`src/sv/celf_pkg.sv`:
```
package celf_pkg;

    localparam int PROB_W  = 56;
    localparam int CONF_W  = 64;
    localparam int LOSS_W  = 32;
    localparam int CLASS_W = 8;
    localparam int CFG_IDX_W = 2;

    // Configuration register indexes.
    localparam logic [CFG_IDX_W-1:0] CFG_LABEL_MODE = 2'd0;
    localparam logic [CFG_IDX_W-1:0] CFG_CLIP_LOW   = 2'd1;
    localparam logic [CFG_IDX_W-1:0] CFG_CLIP_HIGH  = 2'd2;

    localparam logic [PROB_W-1:0] CLIP_LOW_RST  = 56'd429;
    localparam logic [PROB_W-1:0] CLIP_HIGH_RST = 56'd42949672960000000;

    // Depth of the row queue between the accumulator and the log engine.
    localparam int QUEUE_DEPTH = 4;

    // Fraction bits of log2 and ln(2) scaled by 2^30.
    localparam int LOG_FRAC_BITS = 28;
    localparam int LN2_W = 30;
    localparam logic [LN2_W-1:0] LN2_Q30 = 30'd744261118;

    localparam logic [LOSS_W-1:0] LOSS_MAX = 32'h7FFF_FFFF;

endpackage

```
`src/sv/cross_entropy_loss_forward.sv`:
```
// Categorical cross-entropy loss, forward pass, streamed one class per request.
// Input channel (s_*): one predicted probability per request, unsigned Q24.32,
// with its one-hot label bit, the true class index of the sample, and s_row_last
// on the final class of a sample. Each value is clipped to [clip_low, clip_high].
// Output channel (m_*): one result per sample, m_loss = -ln(confidence) as
// signed Q7.24; a zero confidence gives 0x7FFFFFFF with m_saturated set.
// Configuration channel (cfg_*): index 0 label_mode, 1 clip_low, 2 clip_high;
// writes are always taken and are meant for an idle block.
// Throughput: one input request per cycle while the queue can take row ends. The
// front end clips and accumulates in a two-stage pipeline and hands each finished
// row confidence to a four-entry queue. For each row the log engine takes it from
// the queue, runs six steps of leading-one search and 28 squaring steps on one
// 32x32 multiplier, then passes through its log, scale, round and output states. Rows
// that take the front end at least as long as a row takes the engine stream at full
// rate; shorter rows are held to the engine's pace once the queue fills. A zero
// confidence skips straight from the queue to the output state.
// Reset clears the row state, the queue and the output valid flag and restores the
// configuration defaults. A stalled receiver holds the result in the output
// register; the engine can finish the next row and then waits, while the queue
// keeps filling. s_ready drops only when the queue is full and a row end is waiting.
module cross_entropy_loss_forward #(
    parameter int MAX_CLASSES = 256
) (
    input  logic                              aclk,
    input  logic                              aresetn,
    input  logic                              cfg_valid,
    output logic                              cfg_ready,
    input  logic [celf_pkg::CFG_IDX_W-1:0]    cfg_index,
    input  logic [celf_pkg::PROB_W-1:0]       cfg_data,
    input  logic                              s_valid,
    output logic                              s_ready,
    input  logic [celf_pkg::PROB_W-1:0]       s_prob,
    input  logic                              s_label_bit,
    input  logic [celf_pkg::CLASS_W-1:0]      s_true_class,
    input  logic                              s_row_last,
    output logic                              m_valid,
    input  logic                              m_ready,
    output logic signed [celf_pkg::LOSS_W-1:0] m_loss,
    output logic                              m_saturated
);
    import celf_pkg::*;

    logic              q_push;
    logic [CONF_W-1:0] q_push_conf;
    logic              q_full;
    logic              q_pop;
    logic              q_not_empty;
    logic [CONF_W-1:0] q_head_conf;
    logic [LOSS_W-1:0] loss_bits;

    // Front end: configuration registers, clipping and per-row accumulation.
    celf_front #(
        .MAX_CLASSES (MAX_CLASSES)
    ) u_front (
        .aclk         (aclk),
        .aresetn      (aresetn),
        .cfg_valid    (cfg_valid),
        .cfg_ready    (cfg_ready),
        .cfg_index    (cfg_index),
        .cfg_data     (cfg_data),
        .s_valid      (s_valid),
        .s_ready      (s_ready),
        .s_prob       (s_prob),
        .s_label_bit  (s_label_bit),
        .s_true_class (s_true_class),
        .s_row_last   (s_row_last),
        .q_push       (q_push),
        .q_conf       (q_push_conf),
        .q_full       (q_full)
    );

    // Row confidences wait here so the front end keeps streaming while the
    // log engine works on an earlier row.
    celf_queue u_queue (
        .aclk      (aclk),
        .aresetn   (aresetn),
        .push      (q_push),
        .push_data (q_push_conf),
        .full      (q_full),
        .pop       (q_pop),
        .not_empty (q_not_empty),
        .head_data (q_head_conf)
    );

    // Back end: iterative -ln evaluation and the output register.
    celf_log_engine u_engine (
        .aclk        (aclk),
        .aresetn     (aresetn),
        .q_not_empty (q_not_empty),
        .q_conf      (q_head_conf),
        .q_pop       (q_pop),
        .m_valid     (m_valid),
        .m_ready     (m_ready),
        .m_loss      (loss_bits),
        .m_saturated (m_saturated)
    );

    assign m_loss = signed'(loss_bits);

endmodule

```
`src/sv/celf_front.sv`:
```
module celf_front #(
    parameter int MAX_CLASSES = 256
) (
    input  logic                              aclk,
    input  logic                              aresetn,
    input  logic                              cfg_valid,
    output logic                              cfg_ready,
    input  logic [celf_pkg::CFG_IDX_W-1:0]    cfg_index,
    input  logic [celf_pkg::PROB_W-1:0]       cfg_data,
    input  logic                              s_valid,
    output logic                              s_ready,
    input  logic [celf_pkg::PROB_W-1:0]       s_prob,
    input  logic                              s_label_bit,
    input  logic [celf_pkg::CLASS_W-1:0]      s_true_class,
    input  logic                              s_row_last,
    output logic                              q_push,
    output logic [celf_pkg::CONF_W-1:0]       q_conf,
    input  logic                              q_full
);
    import celf_pkg::*;

    localparam int PW = $clog2(MAX_CLASSES + 1);
    localparam int CW = (PW > CLASS_W) ? PW : CLASS_W;
    localparam logic [PW-1:0] POS_MAX = PW'(MAX_CLASSES);

    logic              label_mode_reg;
    logic [PROB_W-1:0] clip_low_reg;
    logic [PROB_W-1:0] clip_high_reg;

    logic [PW-1:0]     pos_reg;
    logic              s1_valid_reg;
    logic [PROB_W-1:0] s1_prob_reg;
    logic              s1_take_reg;
    logic              s1_add_reg;
    logic              s1_last_reg;
    logic [CONF_W-1:0] sum_reg;

    logic [PROB_W-1:0] p_low;
    logic [PROB_W-1:0] p_clip;
    logic              match;
    logic              s_acc;
    logic              advance;
    logic [CONF_W:0]   sum_wide;
    logic [CONF_W-1:0] sum_next;

    assign cfg_ready = 1'b1;

    always_ff @(posedge aclk) begin
        if (!aresetn) begin
            label_mode_reg <= 1'b0;
            clip_low_reg   <= CLIP_LOW_RST;
            clip_high_reg  <= CLIP_HIGH_RST;
        end else if (cfg_valid) begin
            if (cfg_index == CFG_LABEL_MODE) begin
                label_mode_reg <= cfg_data[0];
            end
            if (cfg_index == CFG_CLIP_LOW) begin
                clip_low_reg <= cfg_data;
            end
            if (cfg_index == CFG_CLIP_HIGH) begin
                clip_high_reg <= cfg_data;
            end
        end
    end

    // The lower bound applies first, so the upper bound wins when they cross.
    always_comb begin
        p_low  = (s_prob < clip_low_reg) ? clip_low_reg : s_prob;
        p_clip = (p_low > clip_high_reg) ? clip_high_reg : p_low;
        match  = (pos_reg != POS_MAX) && (CW'(pos_reg) == CW'(s_true_class));
    end

    assign advance = s1_valid_reg && !(s1_last_reg && q_full);
    assign s_ready = !s1_valid_reg || advance;
    assign s_acc   = s_valid && s_ready;

    always_ff @(posedge aclk) begin
        if (!aresetn) begin
            pos_reg      <= '0;
            s1_valid_reg <= 1'b0;
        end else begin
            if (s_acc) begin
                if (s_row_last) begin
                    pos_reg <= '0;
                end else if (pos_reg != POS_MAX) begin
                    pos_reg <= pos_reg + 1'b1;
                end
                s1_valid_reg <= 1'b1;
            end else if (advance) begin
                s1_valid_reg <= 1'b0;
            end
        end
    end

    always_ff @(posedge aclk) begin
        if (s_acc) begin
            s1_prob_reg <= p_clip;
            s1_take_reg <= label_mode_reg ? s_label_bit : match;
            s1_add_reg  <= label_mode_reg;
            s1_last_reg <= s_row_last;
        end
    end

    always_comb begin
        sum_wide = {1'b0, sum_reg} + {{(CONF_W - PROB_W + 1){1'b0}}, s1_prob_reg};
        sum_next = sum_reg;
        if (s1_take_reg) begin
            if (s1_add_reg) begin
                sum_next = sum_wide[CONF_W] ? {CONF_W{1'b1}} : sum_wide[CONF_W-1:0];
            end else begin
                sum_next = {{(CONF_W - PROB_W){1'b0}}, s1_prob_reg};
            end
        end
    end

    assign q_push = advance && s1_last_reg;
    assign q_conf = sum_next;

    always_ff @(posedge aclk) begin
        if (!aresetn) begin
            sum_reg <= '0;
        end else if (advance) begin
            sum_reg <= s1_last_reg ? '0 : sum_next;
        end
    end

endmodule

```
`src/sv/celf_queue.sv`:
```
module celf_queue (
    input  logic                        aclk,
    input  logic                        aresetn,
    input  logic                        push,
    input  logic [celf_pkg::CONF_W-1:0] push_data,
    output logic                        full,
    input  logic                        pop,
    output logic                        not_empty,
    output logic [celf_pkg::CONF_W-1:0] head_data
);
    import celf_pkg::*;

    localparam int AW = $clog2(QUEUE_DEPTH);

    logic [CONF_W-1:0] store [QUEUE_DEPTH];
    logic [AW-1:0]     wr_ptr_reg;
    logic [AW-1:0]     rd_ptr_reg;
    logic [AW:0]       count_reg;
    logic              do_push;
    logic              do_pop;

    assign full      = (count_reg == (AW + 1)'(QUEUE_DEPTH));
    assign not_empty = (count_reg != '0);
    assign head_data = store[rd_ptr_reg];
    assign do_push   = push && !full;
    assign do_pop    = pop && not_empty;

    always_ff @(posedge aclk) begin
        if (do_push) begin
            store[wr_ptr_reg] <= push_data;
        end
    end

    always_ff @(posedge aclk) begin
        if (!aresetn) begin
            wr_ptr_reg <= '0;
            rd_ptr_reg <= '0;
            count_reg  <= '0;
        end else begin
            if (do_push) begin
                wr_ptr_reg <= wr_ptr_reg + 1'b1;
            end
            if (do_pop) begin
                rd_ptr_reg <= rd_ptr_reg + 1'b1;
            end
            if (do_push && !do_pop) begin
                count_reg <= count_reg + 1'b1;
            end else if (do_pop && !do_push) begin
                count_reg <= count_reg - 1'b1;
            end
        end
    end

endmodule

```
`src/sv/celf_log_engine.sv`:
```
module celf_log_engine (
    input  logic                        aclk,
    input  logic                        aresetn,
    input  logic                        q_not_empty,
    input  logic [celf_pkg::CONF_W-1:0] q_conf,
    output logic                        q_pop,
    output logic                        m_valid,
    input  logic                        m_ready,
    output logic [celf_pkg::LOSS_W-1:0] m_loss,
    output logic                        m_saturated
);
    import celf_pkg::*;

    localparam int SW  = $clog2(CONF_W);
    localparam int L2W = SW + LOG_FRAC_BITS;
    localparam int ITW = $clog2(LOG_FRAC_BITS);
    localparam int HALF = L2W / 2;

    typedef enum logic [2:0] {
        E_IDLE, E_NORM, E_SQUARE, E_LOG, E_SCALE, E_ROUND, E_DONE
    } eng_state_t;

    eng_state_t               state_reg;
    logic [CONF_W-1:0]        n_reg;
    logic [SW-1:0]            shift_reg;
    logic [2:0]               k_reg;
    logic [31:0]              m_reg;
    logic [ITW-1:0]           iter_reg;
    logic [LOG_FRAC_BITS-1:0] frac_reg;
    logic                     sat_reg;
    logic                     pos_reg;
    logic [L2W-1:0]           l2mag_reg;
    logic [L2W-HALF+LN2_W-1:0] prod_hi_reg;
    logic [HALF+LN2_W-1:0]    prod_lo_reg;
    logic [LOSS_W-1:0]        res_reg;
    logic                     m_valid_reg;
    logic [LOSS_W-1:0]        m_loss_reg;
    logic                     m_sat_reg;

    logic                     zero_chunk;
    logic [CONF_W-1:0]        n_shifted;
    logic [SW-1:0]            shift_add;
    logic [63:0]              sq_prod;
    logic [32:0]              sq;
    logic [SW:0]              int_part;
    logic [L2W-1:0]           l2mag;
    logic [63:0]              total;
    logic [LOSS_W-1:0]        mag;

    // One step of the binary leading-one search: shift by 2^k when that many
    // top bits are all zero.
    always_comb begin
        unique case (k_reg)
            3'd5:    zero_chunk = (n_reg[63:32] == '0);
            3'd4:    zero_chunk = (n_reg[63:48] == '0);
            3'd3:    zero_chunk = (n_reg[63:56] == '0);
            3'd2:    zero_chunk = (n_reg[63:60] == '0);
            3'd1:    zero_chunk = (n_reg[63:62] == '0);
            default: zero_chunk = (n_reg[63] == 1'b0);
        endcase
        shift_add = zero_chunk ? (SW'(1) << k_reg) : '0;
        n_shifted = n_reg << shift_add;
    end

    always_comb begin
        sq_prod = {32'd0, m_reg} * {32'd0, m_reg};
        sq      = sq_prod[63:31];
    end

    // log2 magnitude: shift above 31 means confidence below one, positive loss.
    always_comb begin
        if (shift_reg > SW'(31)) begin
            int_part = (SW + 1)'(shift_reg) - (SW + 1)'(31);
            l2mag    = (L2W'(int_part) << LOG_FRAC_BITS) - L2W'(frac_reg);
        end else begin
            int_part = (SW + 1)'(31) - (SW + 1)'(shift_reg);
            l2mag    = (L2W'(int_part) << LOG_FRAC_BITS) + L2W'(frac_reg);
        end
    end

    always_comb begin
        total = ({prod_hi_reg, {HALF{1'b0}}} + 64'(prod_lo_reg)) + (64'd1 << 33);
        mag   = LOSS_W'(total[63:34]);
    end

    assign q_pop       = (state_reg == E_IDLE) && q_not_empty;
    assign m_valid     = m_valid_reg;
    assign m_loss      = m_loss_reg;
    assign m_saturated = m_sat_reg;

    always_ff @(posedge aclk) begin
        if (!aresetn) begin
            state_reg   <= E_IDLE;
            m_valid_reg <= 1'b0;
        end else begin
            if (state_reg == E_DONE && (!m_valid_reg || m_ready)) begin
                m_valid_reg <= 1'b1;
            end else if (m_valid_reg && m_ready) begin
                m_valid_reg <= 1'b0;
            end
            unique case (state_reg)
                E_IDLE: begin
                    if (q_not_empty) begin
                        n_reg     <= q_conf;
                        shift_reg <= '0;
                        k_reg     <= 3'd5;
                        sat_reg   <= (q_conf == '0);
                        state_reg <= (q_conf == '0) ? E_DONE : E_NORM;
                    end
                end
                E_NORM: begin
                    n_reg     <= n_shifted;
                    shift_reg <= shift_reg | shift_add;
                    k_reg     <= k_reg - 1'b1;
                    if (k_reg == 3'd0) begin
                        m_reg     <= n_shifted[63:32];
                        iter_reg  <= '0;
                        frac_reg  <= '0;
                        state_reg <= E_SQUARE;
                    end
                end
                E_SQUARE: begin
                    m_reg    <= sq[32] ? sq[32:1] : sq[31:0];
                    frac_reg <= {frac_reg[LOG_FRAC_BITS-2:0], sq[32]};
                    iter_reg <= iter_reg + 1'b1;
                    if (iter_reg == ITW'(LOG_FRAC_BITS - 1)) begin
                        state_reg <= E_LOG;
                    end
                end
                E_LOG: begin
                    l2mag_reg <= l2mag;
                    pos_reg   <= (shift_reg > SW'(31));
                    state_reg <= E_SCALE;
                end
                E_SCALE: begin
                    prod_hi_reg <= l2mag_reg[L2W-1:HALF] * LN2_Q30;
                    prod_lo_reg <= l2mag_reg[HALF-1:0] * LN2_Q30;
                    state_reg   <= E_ROUND;
                end
                E_ROUND: begin
                    res_reg   <= pos_reg ? mag : (LOSS_W'(0) - mag);
                    state_reg <= E_DONE;
                end
                E_DONE: begin
                    if (!m_valid_reg || m_ready) begin
                        m_loss_reg  <= sat_reg ? LOSS_MAX : res_reg;
                        m_sat_reg   <= sat_reg;
                        state_reg   <= E_IDLE;
                    end
                end
                default: begin
                    state_reg <= E_IDLE;
                end
            endcase
        end
    end

endmodule

```
`config.mk`:
```
export PLATFORM = sky130hd
export DESIGN_NAME = cross_entropy_loss_forward
export DESIGN_NICKNAME = d
export VERILOG_FILES = /design/src/sv/celf_pkg.sv /design/src/sv/cross_entropy_loss_forward.sv /design/src/sv/celf_front.sv /design/src/sv/celf_queue.sv /design/src/sv/celf_log_engine.sv
export SDC_FILE = /design/constraint.sdc
export NUM_CORES = 2
export LEC_CHECK = 0
export BUFFER_PORTS_ARGS = -buffer_cell sky130_fd_sc_hd__buf_2
export CORE_ASPECT_RATIO = 2
export CORE_MARGIN = 1.5
export CORE_UTILIZATION = 45
export CTS_BUF_LIST = sky130_fd_sc_hd__clkbuf_8 sky130_fd_sc_hd__clkbuf_16
export DETAILED_ROUTE_END_ITERATION = 7
export PLACE_DENSITY_LB_ADDON = 0.15
export SYNTH_ARGS = -nofsm -noshare
export SYNTH_HDL_FRONTEND = slang
export SYNTH_SLANG_ARGS = --single-unit
```
`constraint.sdc`:
```
create_clock -name aclk -period 7.6 [get_ports aclk]
set_input_delay 1.52 -clock aclk [delete_from_list [all_inputs] [get_ports aclk]]
set_output_delay 1.52 -clock aclk [all_outputs]
set_load 0.02 [all_outputs]
```
==> qor.log <==
qor: detailed_routing.initialDrtViolationCount 3745
qor: placed_design.numPortBuffers 163
qor: global_routing.grt.total_usage 31.4%
qor: worst_setup_path.worstReg2RegEnd u_engine.m_reg[16]$_DFFE_PP_
qor: detailed_routing.post_drt_via_cell_ratio 5.56
qor: status.status finished with violations
qor: flow_run.max_cap_viol_count 1
qor: worst_setup_path.worst_ep_required_time 8.06 ns
qor: synth.synth-edff-count 628
qor: worst_setup_path.top_delay_family_on_crit_path adder cells
qor: detailed_routing.postRouteAntennaNets 0
qor: timing.worst_slew_pin_slew 1.48 ns
qor: worst_setup_path.worst-path-max-fanout 7
qor: worst_setup_path.slowest_delay 0.56 ns
qor: global_routing.gr-max-usage-layer met2
qor: clock_network.total_cts_buffers 80
qor: synth.synthesis.yosys.warnings 0
qor: floorplanning.floorplan.initialDensity 45.2%
qor: worst_setup_path.timing.rr.start u_engine.m_reg[3]$_DFFE_PP_
qor: timing.slew_headroom 0.262%
qor: hold_path.min_delay_worst_endpoint u_front.clip_high_reg[34]$_SDFFE_PN0P_
qor: global_routing.number_of_global_route_vias_before_repair 76685
qor: timing.finalHoldWorstSlack 0.480 ns
qor: detailed_routing.tritonroute_pass_1_iters 6
qor: floorplanning.die_w 322 um
qor: global_routing.global_route_wire_length_before_repair 474000 um
qor: clock_network.cts_buffer_depth 3
qor: synth.synth_top_flop_cell sky130_fd_sc_hd__edfxtp_1
qor: timing.fin_worst_skew 0.0410 ns
qor: detailed_routing.remaining_drc_errors 0
qor: final_layout.nets_finish 11901
qor: detailed_routing.total_routed_wirelength 319000 um
qor: timing.unrepaired_setup_endpoints_after_global_routing true
qor: clock_network.clk_pin_slew_worst_paths 0.08 ns
qor: floorplanning.fp.dieH 641 um
qor: timing.post-route-period-util 110%
qor: floorplanning.boundaryPins 165
qor: hold_path.hold_path_depth 2
qor: placed_design.place_congestion 1.03
qor: timing.setup_viol_count_final 33
qor: worst_setup_path.worst_setup_path_end_kind flip-flop
qor: detailed_routing.drt-wirelength-per-cell 25.4 um
qor: worst_setup_path.crit_top_cell sky130_fd_sc_hd__fa_1
qor: clock_network.post_cts_hold_buffer_count 0
qor: global_routing.grt_use_met2 61.1%
qor: floorplanning.dieArea 206000 um^2
qor: global_routing.antenna_violations_before_repair 15
qor: worst_setup_path.cp_num_buf_inv 9
qor: synth.synth.cell_area 91600 um^2
qor: placed_design.cell_area_placed 100000 um^2
qor: global_routing.largest_net_degree_at_the_start_of_global_routing 65
qor: synth.synth.yosys.seq_area_share 25.0%
qor: global_routing.global_route_met1_usage 27.0%
qor: clock_network.clockRootBuffer sky130_fd_sc_hd__clkbuf_16
qor: timing.timing.fmax 119 MHz
qor: worst_setup_path.worstRegToRegCells 31
qor: clock_network.cts_tree built
qor: clock_network.clkSinkCount 828
qor: final_layout.areaGrowthSynthToFinish 13.9%
qor: detailed_routing.routed-via-count 69802
qor: floorplanning.core 203000 um^2
qor: hold_path.min-delay-path-class reg2reg
qor: hold_path.worst_hold_startpoint u_front.clip_high_reg[34]$_SDFFE_PN0P_
qor: global_routing.use_met3 4.26%
qor: synth.synthCells 9193
qor: worst_setup_path.critical_path.slowest_cell sky130_fd_sc_hd__fa_1
qor: worst_setup_path.setup.worst_path.class reg2reg
qor: timing.min_period 8.37 ns
qor: clock_network.htreeDepth 3
qor: synth.synth.lib_cells_used.distinct 112
qor: timing.timing.final.max_slew_violations 0
qor: status.failing_checks max-capacitance violations, negative setup slack
qor: timing.hold_violations 0
qor: synth.synth_seq_cells 828
qor: floorplanning.floorplan.rows 234
qor: synth.syn-mean-instance-area 9.96 um^2
qor: clock_network.worstSkewPairLatency 0.72 ns
qor: worst_setup_path.critical_path_arrival 8.83 ns
qor: worst_setup_path.worst_setup_path_start_kind flip-flop
qor: timing.setup_slack -0.771 ns
qor: synth.synth_async_sr_flop_share 0%
qor: synth.syn_nets 11332
qor: final_layout.final_cell_area 104000 um^2
qor: final_layout.final_layout_size_suffix_gt1_share 15.4%
qor: placed_design.dp_hpwl 265000 um
qor: worst_setup_path.rrSetupSlack -0.77 ns
qor: global_routing.global_route.overflow_total 0
qor: final_layout.largest_reg_flops 256
-- cell usage after synthesis, types with 117 or more instances --
master,number,area share (%)
sky130_fd_sc_hd__nor2_1,377,1.5
sky130_fd_sc_hd__ha_1,889,12
sky130_fd_sc_hd__o21ai_0,288,1.6
sky130_fd_sc_hd__dfxtp_1,200,4.4
sky130_fd_sc_hd__clkbuf_1,328,1.3
sky130_fd_sc_hd__a31oi_1,143,0.98
sky130_fd_sc_hd__nand3_1,207,1.1
sky130_fd_sc_hd__xnor2_1,167,1.6
sky130_fd_sc_hd__xor2_1,117,1.1
sky130_fd_sc_hd__fa_1,1121,25
sky130_fd_sc_hd__nand2_1,821,3.4
sky130_fd_sc_hd__a21oi_1,286,1.6
sky130_fd_sc_hd__inv_1,1688,6.9
sky130_fd_sc_hd__edfxtp_1,628,21
sky130_fd_sc_hd__and2_1,304,2.1
sky130_fd_sc_hd__a21o_1,182,1.5
-- per-stage QoR --
step	std cells	utilization, %	setup slack (ns)	setup TNS (ns)
2_1_floorplan	9193	-	-0.208	-0.620
3_3_place_gp	12354	49.5	-1.26	-36.58
3_5_place_dp	12354	49.5	-1.21	-34.87
4_1_cts	12533	51.4	-0.713	-20.30
5_1_grt	12542	51.5	-0.950	-28.75
6_report	12546	51.5	-0.771	-22.39
-- worst min-delay path: cells and delay by family (launching register included) --
family | cells | cell delay (ns)
flip-flops | 1 | 0.32
AO/OA/AOI/OAI | 1 | 0.06
AND/OR/NAND/NOR | 1 | 0.05
-- logic make-up after synthesis --
family | after synthesis | synth area share [%]
adders and majority gates | 2010 | 36.7
other | 1 | 0.00410
AOI/OAI and AO/OA | 1606 | 12.0
DFF | 828 | 25.0
muxes | 223 | 3.73
xor gates and xnor gates | 284 | 2.72
and+or+nand+nor | 2151 | 11.2
buffers and inverters | 2090 | 8.71
-- worst max path at each step --
| stage | from | end | cells past startpoint | slack, ns |
|---|---|---|---|---|
| floorplan | u_engine.m_reg[5]$_DFFE_PP_ | u_engine.m_reg[20]$_DFFE_PP_ | 26 | -0.21 |
| CTS | u_engine.m_reg[3]$_DFFE_PP_ | u_engine.m_reg[16]$_DFFE_PP_ | 31 | -0.71 |
| global placement | u_engine.m_reg[11]$_DFFE_PP_ | u_engine.m_reg[16]$_DFFE_PP_ | 31 | -1.26 |
| finish | u_engine.m_reg[3]$_DFFE_PP_ | u_engine.m_reg[16]$_DFFE_PP_ | 31 | -0.77 |
| global route | u_engine.m_reg[3]$_DFFE_PP_ | u_engine.m_reg[24]$_DFFE_PP_ | 29 | -0.95 |
| detailed placement | u_engine.m_reg[11]$_DFFE_PP_ | u_engine.m_reg[8]$_DFFE_PP_ | 30 | -1.21 |
-- layout make-up --
type / instances / area, um^2
fillers: 18888 / 98300
multi-input cells: 6275 / 62000
flip-flops and latches: 828 / 22900
repair buffers: 888 / 7000
inverters: 1689 / 6350
well taps: 2714 / 3400
clock buffers: 85 / 2080
clock inverters: 59 / 577
diodes: 8 / 20.0
-- what timing repair did --
item,CTS,global route
setup buffers,31,5
pin swaps,47,14
resized for setup,162,32
gates cloned,5,0
setup endpoints to repair,33,33
-- routing by layer --
metal  routed length [um]  share of wire [%]  vias up
li1                     -                  -    31884
met1                94800                 30    35039
met2               176000                 55     1889
met3                11400                3.6      978
met4                36000                 11       12
met5                   72              0.023        -
-- cells in the final DEF, fill, tap and decap left out, types with 82 or more instances in the layout --
| cell type | count |
|---|---|
| sky130_fd_sc_hd__inv_1 | 1687 |
| sky130_fd_sc_hd__xnor2_1 | 164 |
| sky130_fd_sc_hd__clkbuf_16 | 82 |
| sky130_fd_sc_hd__buf_2 | 162 |
| sky130_fd_sc_hd__a21o_1 | 182 |
| sky130_fd_sc_hd__and2_1 | 280 |
| sky130_fd_sc_hd__nand2_1 | 792 |
| sky130_fd_sc_hd__buf_4 | 655 |
| sky130_fd_sc_hd__xor2_1 | 113 |
| sky130_fd_sc_hd__a31oi_1 | 142 |
| sky130_fd_sc_hd__a21boi_0 | 115 |
| sky130_fd_sc_hd__edfxtp_1 | 628 |
| sky130_fd_sc_hd__fa_1 | 1087 |
| sky130_fd_sc_hd__ha_1 | 861 |
| sky130_fd_sc_hd__dfxtp_1 | 198 |
| sky130_fd_sc_hd__mux4_2 | 82 |
| sky130_fd_sc_hd__a21oi_1 | 271 |
| sky130_fd_sc_hd__o21ai_0 | 283 |
| sky130_fd_sc_hd__nor2_1 | 361 |
| sky130_fd_sc_hd__nand3_1 | 201 |
Power is left out: the tool's default activity adds up to more than one toggle a clock period on the data nets, which glitch-free logic cannot reach.
